<file path="config.mk">
export PLATFORM = sky130hd
export DESIGN_NAME = queue_with_middle_delete_unit
export DESIGN_NICKNAME = d
export VERILOG_FILES = /design/src/rtl/core/qmd_pkg.sv /design/src/rtl/core/qmd_cell.sv /design/src/rtl/core/queue_with_middle_delete_unit.sv
export SDC_FILE = /design/constraint.sdc
export NUM_CORES = 1
export LEC_CHECK = 0
export BUFFER_PORTS_ARGS = -buffer_cell sky130_fd_sc_hd__clkbuf_2
export CAP_MARGIN = 20
export CORE_MARGIN = 1.5
export CORE_UTILIZATION = 68
export DETAILED_ROUTE_END_ITERATION = 8
export MAX_ROUTING_LAYER = met4
export PLACE_DENSITY = 0.85
export SYNTH_ARGS = -nofsm -noshare
export SYNTH_HDL_FRONTEND = slang
export SYNTH_SLANG_ARGS = --single-unit
</file>
<file path="constraint.sdc">
create_clock -name i_clk -period 17.6 [get_ports i_clk]
set_clock_uncertainty 0.1 [all_clocks]
set_input_delay 1.76 -clock i_clk [delete_from_list [all_inputs] [get_ports i_clk]]
set_output_delay 1.76 -clock i_clk [all_outputs]
set_load 0.005 [all_outputs]
</file>
<file path="src/rtl/core/qmd_pkg.sv">
// Shared types and constants for the queue with middle delete.
package qmd_pkg;

    // Default number of entries held by the queue.
    localparam int CAPACITY_DEF = 16;

    // Field widths of the transactions.
    localparam int ACT_W = 2;
    localparam int VAL_W = 32;
    localparam int OCC_W = 5;

    // Action codes carried by an input transaction.
    localparam logic [ACT_W-1:0] ACT_APPEND     = 2'd0;
    localparam logic [ACT_W-1:0] ACT_POP_HEAD   = 2'd1;
    localparam logic [ACT_W-1:0] ACT_POP_MIDDLE = 2'd2;

    // Status codes carried by a result transaction.
    typedef enum logic [1:0] {
        ST_APPENDED = 2'd0,
        ST_REMOVED  = 2'd1,
        ST_EMPTY    = 2'd2,
        ST_FULL     = 2'd3
    } t_status;

    // Input transaction payload.
    typedef struct packed {
        logic [ACT_W-1:0]        action;
        logic signed [VAL_W-1:0] value;
    } t_in_data;

    // Result transaction payload.
    typedef struct packed {
        t_status                 status;
        logic signed [VAL_W-1:0] removed_value;
        logic [OCC_W-1:0]        occupancy;
    } t_out_data;

    // Operation broadcast to every cell of the chain.
    typedef struct packed {
        logic append;
        logic remove;
    } t_cell_op;

endpackage

</file>
<file path="src/rtl/core/qmd_cell.sv">
// One storage cell of the queue chain: holds one entry and shifts toward the head.
module qmd_cell #(
    parameter int INDEX = 0,
    parameter int CNT_W = 5
) (
    input  logic                             i_clk,
    input  qmd_pkg::t_cell_op                i_op,
    input  logic [CNT_W-1:0]                 i_count,
    input  logic [CNT_W-1:0]                 i_pos,
    input  logic signed [qmd_pkg::VAL_W-1:0] i_append_value,
    input  logic signed [qmd_pkg::VAL_W-1:0] i_next_value,
    output logic signed [qmd_pkg::VAL_W-1:0] o_value,
    output logic [qmd_pkg::VAL_W-1:0]        o_taken
);

    localparam logic [CNT_W:0] MY_IDX   = (CNT_W+1)'(INDEX);
    localparam logic [CNT_W:0] NEXT_IDX = (CNT_W+1)'(INDEX + 1);

    logic signed [qmd_pkg::VAL_W-1:0] r_value;
    logic signed [qmd_pkg::VAL_W-1:0] n_value;
    logic                             w_at_tail;
    logic                             w_at_pos;
    logic                             w_shift;

    // Position compares against the broadcast count and removal point.
    assign w_at_tail = ({1'b0, i_count} == MY_IDX);
    assign w_at_pos  = ({1'b0, i_pos} == MY_IDX);
    assign w_shift   = ({1'b0, i_pos} <= MY_IDX) && (NEXT_IDX < {1'b0, i_count});

    // Next entry value: take the appended value, the neighbor's value, or hold.
    always_comb begin
        n_value = r_value;
        if (i_op.append && w_at_tail) begin
            n_value = i_append_value;
        end else if (i_op.remove && w_shift) begin
            n_value = i_next_value;
        end
    end

    always_ff @(posedge i_clk) begin
        r_value <= n_value;
    end

    // The removed entry drives its value onto the shared OR bus.
    assign o_taken = (i_op.remove && w_at_pos) ? r_value : '0;
    assign o_value = r_value;

endmodule

</file>
<file path="src/rtl/core/queue_with_middle_delete_unit.sv">
// Top level of the queue with middle delete: control, cell chain and result register.
//
//   Channel | Direction | Handshake                  | Payload
//   in      | input     | i_in_valid / o_in_ready    | i_in_data  (action, value)
//   out     | output    | o_out_valid / i_out_ready  | o_out_data (status, removed_value,
//           |           |                            |             occupancy)
//
// Every input transaction is done on the accepting edge: the affected cells update in parallel
// on that edge and the result lands in the output register.
// One transaction per cycle is sustained while the output is taken; the single
// output register sets that figure, and o_in_ready drops while it holds an untaken result.
// Synchronous active-low reset empties the queue and the output register.
// Entry contents are not cleared by reset; only entries below the count are read.
module queue_with_middle_delete_unit #(
    parameter int CAPACITY = qmd_pkg::CAPACITY_DEF
) (
    input  logic                i_clk,
    input  logic                i_rst_n,
    input  logic                i_in_valid,
    output logic                o_in_ready,
    input  qmd_pkg::t_in_data   i_in_data,
    output logic                o_out_valid,
    input  logic                i_out_ready,
    output qmd_pkg::t_out_data  o_out_data
);

    localparam int CNT_W = $clog2(CAPACITY + 1);
    localparam logic [CNT_W-1:0] CAP_CNT = CNT_W'(CAPACITY);

    logic [CNT_W-1:0]                 r_count;
    logic [CNT_W-1:0]                 n_count;
    logic                             r_out_valid;
    qmd_pkg::t_out_data               r_out_data;
    qmd_pkg::t_out_data               n_out_data;
    logic                             w_accept;
    logic                             w_full;
    logic                             w_empty;
    logic [CNT_W-1:0]                 w_pos;
    qmd_pkg::t_cell_op                w_op;
    logic signed [qmd_pkg::VAL_W-1:0] w_cell_value [CAPACITY];
    logic [qmd_pkg::VAL_W-1:0]        w_cell_taken [CAPACITY];
    logic [qmd_pkg::VAL_W-1:0]        w_removed;

    assign w_accept   = i_in_valid && o_in_ready;
    assign o_in_ready = !r_out_valid || i_out_ready;
    assign w_full     = (r_count == CAP_CNT);
    assign w_empty    = (r_count == '0);

    // Decode the transaction into a cell operation and a removal point.
    always_comb begin
        w_op        = '0;
        w_pos       = '0;
        n_count     = r_count;
        n_out_data  = '0;
        n_out_data.status = qmd_pkg::ST_EMPTY;
        unique case (i_in_data.action)
            qmd_pkg::ACT_APPEND: begin
                if (w_full) begin
                    n_out_data.status = qmd_pkg::ST_FULL;
                end else begin
                    w_op.append       = w_accept;
                    n_count           = r_count + 1'b1;
                    n_out_data.status = qmd_pkg::ST_APPENDED;
                end
            end
            qmd_pkg::ACT_POP_HEAD, qmd_pkg::ACT_POP_MIDDLE: begin
                if (!w_empty) begin
                    if (i_in_data.action == qmd_pkg::ACT_POP_MIDDLE
                            && r_count > CNT_W'(2)) begin
                        w_pos = r_count >> 1;
                    end
                    w_op.remove       = w_accept;
                    n_count           = r_count - 1'b1;
                    n_out_data.status = qmd_pkg::ST_REMOVED;
                end
            end
            default: begin
                n_out_data.status = qmd_pkg::ST_EMPTY;
            end
        endcase
        n_out_data.removed_value = w_removed;
        n_out_data.occupancy     = qmd_pkg::OCC_W'(n_count);
    end

    // Chain of cells; the last cell has no neighbor behind it.
    for (genvar g = 0; g < CAPACITY; g++) begin : g_cell
        logic signed [qmd_pkg::VAL_W-1:0] w_next;
        if (g == CAPACITY - 1) begin : g_last
            assign w_next = '0;
        end else begin : g_mid
            assign w_next = w_cell_value[g+1];
        end
        qmd_cell #(
            .INDEX (g),
            .CNT_W (CNT_W)
        ) u_cell (
            .i_clk          (i_clk),
            .i_op           (w_op),
            .i_count        (r_count),
            .i_pos          (w_pos),
            .i_append_value (i_in_data.value),
            .i_next_value   (w_next),
            .o_value        (w_cell_value[g]),
            .o_taken        (w_cell_taken[g])
        );
    end

    // Only the cell at the removal point drives a nonzero value.
    always_comb begin
        w_removed = '0;
        for (int k = 0; k < CAPACITY; k++) begin
            w_removed = w_removed | w_cell_taken[k];
        end
    end

    // Count register.
    always_ff @(posedge i_clk) begin
        if (!i_rst_n) begin
            r_count <= '0;
        end else if (w_accept) begin
            r_count <= n_count;
        end
    end

    // Result register.
    always_ff @(posedge i_clk) begin
        if (!i_rst_n) begin
            r_out_valid <= 1'b0;
        end else if (w_accept) begin
            r_out_valid <= 1'b1;
        end else if (i_out_ready) begin
            r_out_valid <= 1'b0;
        end
    end

    always_ff @(posedge i_clk) begin
        if (w_accept) begin
            r_out_data <= n_out_data;
        end
    end

    assign o_out_valid = r_out_valid;
    assign o_out_data  = r_out_data;

endmodule

</file>
==> summary.md <==
| Metric | Value |
|---|---|
| Fin. max-slew vios | `0` |
| Die height | `205 um` |
| EDFF count, synth | `551` |
| Sequential Power Share | `0.507` |
| Resized Gates After CTS | `0` |
| Grt total ovfl | `0` |
| Vias per Instance | `7.96` |
| Synthesized area per cell | `about 14 um2` |
| Detailed Place HPWL | `~56,000 um` |
| Period Utilization, post-route | `0.318` |
| Post-synthesis register bit count | `557` |
| Startpoint Class | `input pin` |
| Row cnt | `73` |
| R2R depth | `9` |
| Mapped Area | `27,800 um2` |
| Routed WL per cell | `37.2 um` |
| Final hold vios | `0` |
| WS Path Type | `input pin to register` |
| Non-Filler Instances | `2,590` |
| Crit path max fanout | `59` |
| Comb power frac | `0.063` |
| Num ports | `79` |
| Synth warn | `0` |
| Starting Density | `0.694` |
| Sequential area share after synthesis | `0.600` |
| Switch share | `0.233` |
| Antenna viol nets, final | `0` |
| First-pass GRT wire length | `138,000 um` |
| Grt met1 use | `0.578` |
| Share of cells above drive strength 1 | `0.376` |
| Main synth FF type | `edfxtp_1` |
| Peak supply drop | `117 uV` |
| Num CTS Buffers | `58` |
| Slew @ Worst Pin | `1.25 ns` |
| Setup violations, final | `0` |
| Vias in the first global route | `20,300` |
| GP Congestion | `0.993` |
| CTS Sinks | `~560` |
| Net Sw Power | `684 uW` |
| Run status | `finished, final reports clean` |
| Share of power burned in the clock network | `0.430` |
| Via count | `20,600` |
| Required @ worst endpoint | `17.79 ns` |
| Dpl cells | `2,476` |
| CTS tree | `done` |
| Post-Synth XOR/XNOR Area | `0.000631` |
| Clk pin slew, worst setup/hold paths | `0.06 ns` |
| Endpoint type of the worst setup path | `register` |
| Total wire length | `just under 100,000 um` |
| Post-synthesis adder-cell area fraction | `0.00361` |
| Leak pwr | `0.0106 uW` |
| Compound-gate portion of the synthesized area | `0.101` |
| Met3 Usage GRT | `0.182` |
| Simple logic cell fraction of the synthesized area | `0.0639` |
| Net count after synthesis | `2,029` |
| Area Growth Syn to Fin | `10.8%` |
| Die footprint | `about 42,000 um2` |
| H-tree levels | `2` |
| Final nets | `a little over 2,000` |
| CTS max path bufs | `3` |
| Die Wd | `between 200 and 250 um` |
| Hold Path Class | `register to register` |
| Core box area | `~40,000 um2` |
| Gr usage total | `0.478` |
| Pwr Total | `2940 uW` |
| Slew HR | `0.164` |
| DR iter-0 viols | `3,448` |
| Setup TNS | `0 ns` |
| Hold Path Stages | `1` |
| P_int | `2250 uW` |
| Max Cap Viol | `0` |
| Main combinational cell family by area after synthesis | `multiplexers` |
| Yosys cell types | `78` |
| RSZ-0062 raised after global routing | `no` |
| # DRC | `0` |
| Synth Instances | `~2,000` |
| Skew-Pair Late Insertion Delay | `0.65 ns` |
| Met2 usage | `0.668` |
| Postcts setup bufs | `0` |
| Worst endpoint data arrival time | `between 5 and 6 ns` |
| Asr flop ratio synth | `0` |
| Proportion of synthesized area in mux cells | `0.201` |
| Root Buffer | `clkbuf_16` |
| Initial antenna violation count | `8` |
| Drt first pass iters | `8` |
| Final period demand of the worst path | `5.59 ns` |
| Largest net degree at the start of global routing | `60` |
| # hold bufs at CTS | `0` |
| Busiest grt layer | `met2` |
| FMAX | `0.179 GHz` |
| # port buffers | `a little under 80` |
| Power per cell area | `~96 nW/um2` |
-- cell usage in the layout (no fill, tap or decap), types with 6 or more instances in the layout --
| master | instances |
|---|---|
| a222oi_1 | 13 |
| a32oi_1 | 12 |
| a221oi_1 | 35 |
| mux2i_1 | 10 |
| a2bb2oi_1 | 6 |
| mux2_1 | 14 |
| o2bb2ai_1 | 10 |
| nor2b_1 | 6 |
| mux2_2 | 472 |
| ha_1 | 8 |
| and3_1 | 54 |
| diode_2 | 9 |
| a21oi_1 | 84 |
| nand2_1 | 88 |
| clkbuf_16 | 59 |
| nor3_1 | 10 |
| nor2_1 | 50 |
| buf_4 | 66 |
| clkbuf_1 | 7 |
| a22o_1 | 15 |
| clkbuf_2 | 78 |
| clkinv_2 | 13 |
| a211oi_1 | 10 |
| edfxtp_1 | 551 |
| o22ai_1 | 18 |
| a22oi_1 | 87 |
| nand2_2 | 11 |
| inv_1 | 6 |
| nand4_1 | 15 |
| clkinv_1 | 13 |
| a32o_1 | 7 |
| nand3_1 | 41 |
| o21ai_0 | 35 |
| bufinv_16 | 7 |
-- critical path, cell delays in order --
cell,delay (ns)
clkbuf_2,0.09
nor2b_2,0.08
inv_2,0.17
nand2_4,0.31
inv_2,0.13
buf_4,0.77
nand2_1,0.83
o31ai_4,1.06
buf_4,0.54
-- power by group through the flow --
stage	Clock (uW)	Sequential, uW	Combinational [uW]
after floorplan	0	1510	95.5
after global placement	0	1520	169
after detailed placement	0	1520	173
after CTS	1250	1490	175
after global routing	1310	1490	188
final	1260	1490	185
-- layer usage --
layer  wire length, um  up-vias  share of wire
met5                 0        -              0
met4              8020        0          0.083
met3             16400      597           0.17
met2             40800     2201           0.42
met1             31200     9861           0.32
li1                  -     7950              -
-- Yosys cell counts, drive strengths merged (7+ instances only) --
master | count | area [um2]
buf | 88 | 458
edfxtp | 551 | 16500
nor3 | 14 | 75.1
and3 | 58 | 373
nand4 | 16 | 106
ha | 8 | 100
inv | 8 | 30.0
nor2 | 59 | 221
o22ai | 18 | 113
nor2b | 12 | 77.6
o2bb2ai | 10 | 87.6
nand2 | 100 | 383
a21oi | 84 | 420
o21ai | 41 | 205
nand3 | 42 | 210
a22o | 15 | 131
mux2i | 10 | 100
mux2 | 486 | 5470
a32o | 7 | 70.1
a222oi | 13 | 130
a221oi | 35 | 307
a32oi | 12 | 105
a22oi | 87 | 653
a211oi | 10 | 75.1
clkbuf | 91 | 342
-- cell families (layout without fill, tap and decap cells) --
kind of cell / Yosys count / count (layout)
fa+ha+maj: 8 / 8
buf+inv: 188 / 261
xor+xnor: 2 / 2
flops: 557 / 557
compound gates: 390 / 390
mux: 496 / 496
simple gates: 342 / 342
other cells: 0 / 9
-- path summary, 6_finish.rpt --
kind,start,endpoint,slack (ns)
setup / recovery,i_out_ready,g_cell[8].u_cell.o_value[23],12.01
hold / removal,g_cell[6].u_cell.o_value[16],g_cell[5].u_cell.o_value[16],0.47
setup reg to reg,r_count[1],g_cell[8].u_cell.o_value[23],12.18
hold reg to reg,g_cell[6].u_cell.o_value[16],g_cell[5].u_cell.o_value[16],0.47
-- registers in the layout, indices dropped and copies added (netlist names) --
register / count
g_cell.u_cell.o_value: 512
o_out_data: 39
o_out_valid: 1
r_count: 5
-- through the flow --
| step | setup WS (ns) | util | hold slack (ns) | instance area, um2 |
|---|---|---|---|---|
| CTS | 12.15 | 0.768 | 0.465 | 30700 |
| global placement | 11.59 | 0.719 | 0.445 | 28700 |
| finish | 12.01 | 0.769 | 0.469 | 30700 |
| floorplan | 10.73 | - | 0.410 | 27800 |
| detailed placement | 11.50 | 0.720 | 0.454 | 28800 |
| global route | 12.04 | 0.769 | 0.488 | 30700 |
-- cell type report --
type                       count  area, um2
sequential                   557      16700
multi-input combinational   1238      10500
antenna                        9       22.5
tap                          525        657
fill                        2366       9260
timing repair buffer         148        957
inverter                       9       33.8
clock buffer                  70       1560
clock inverter                34        349
Power figures use the tool's default switching activity.
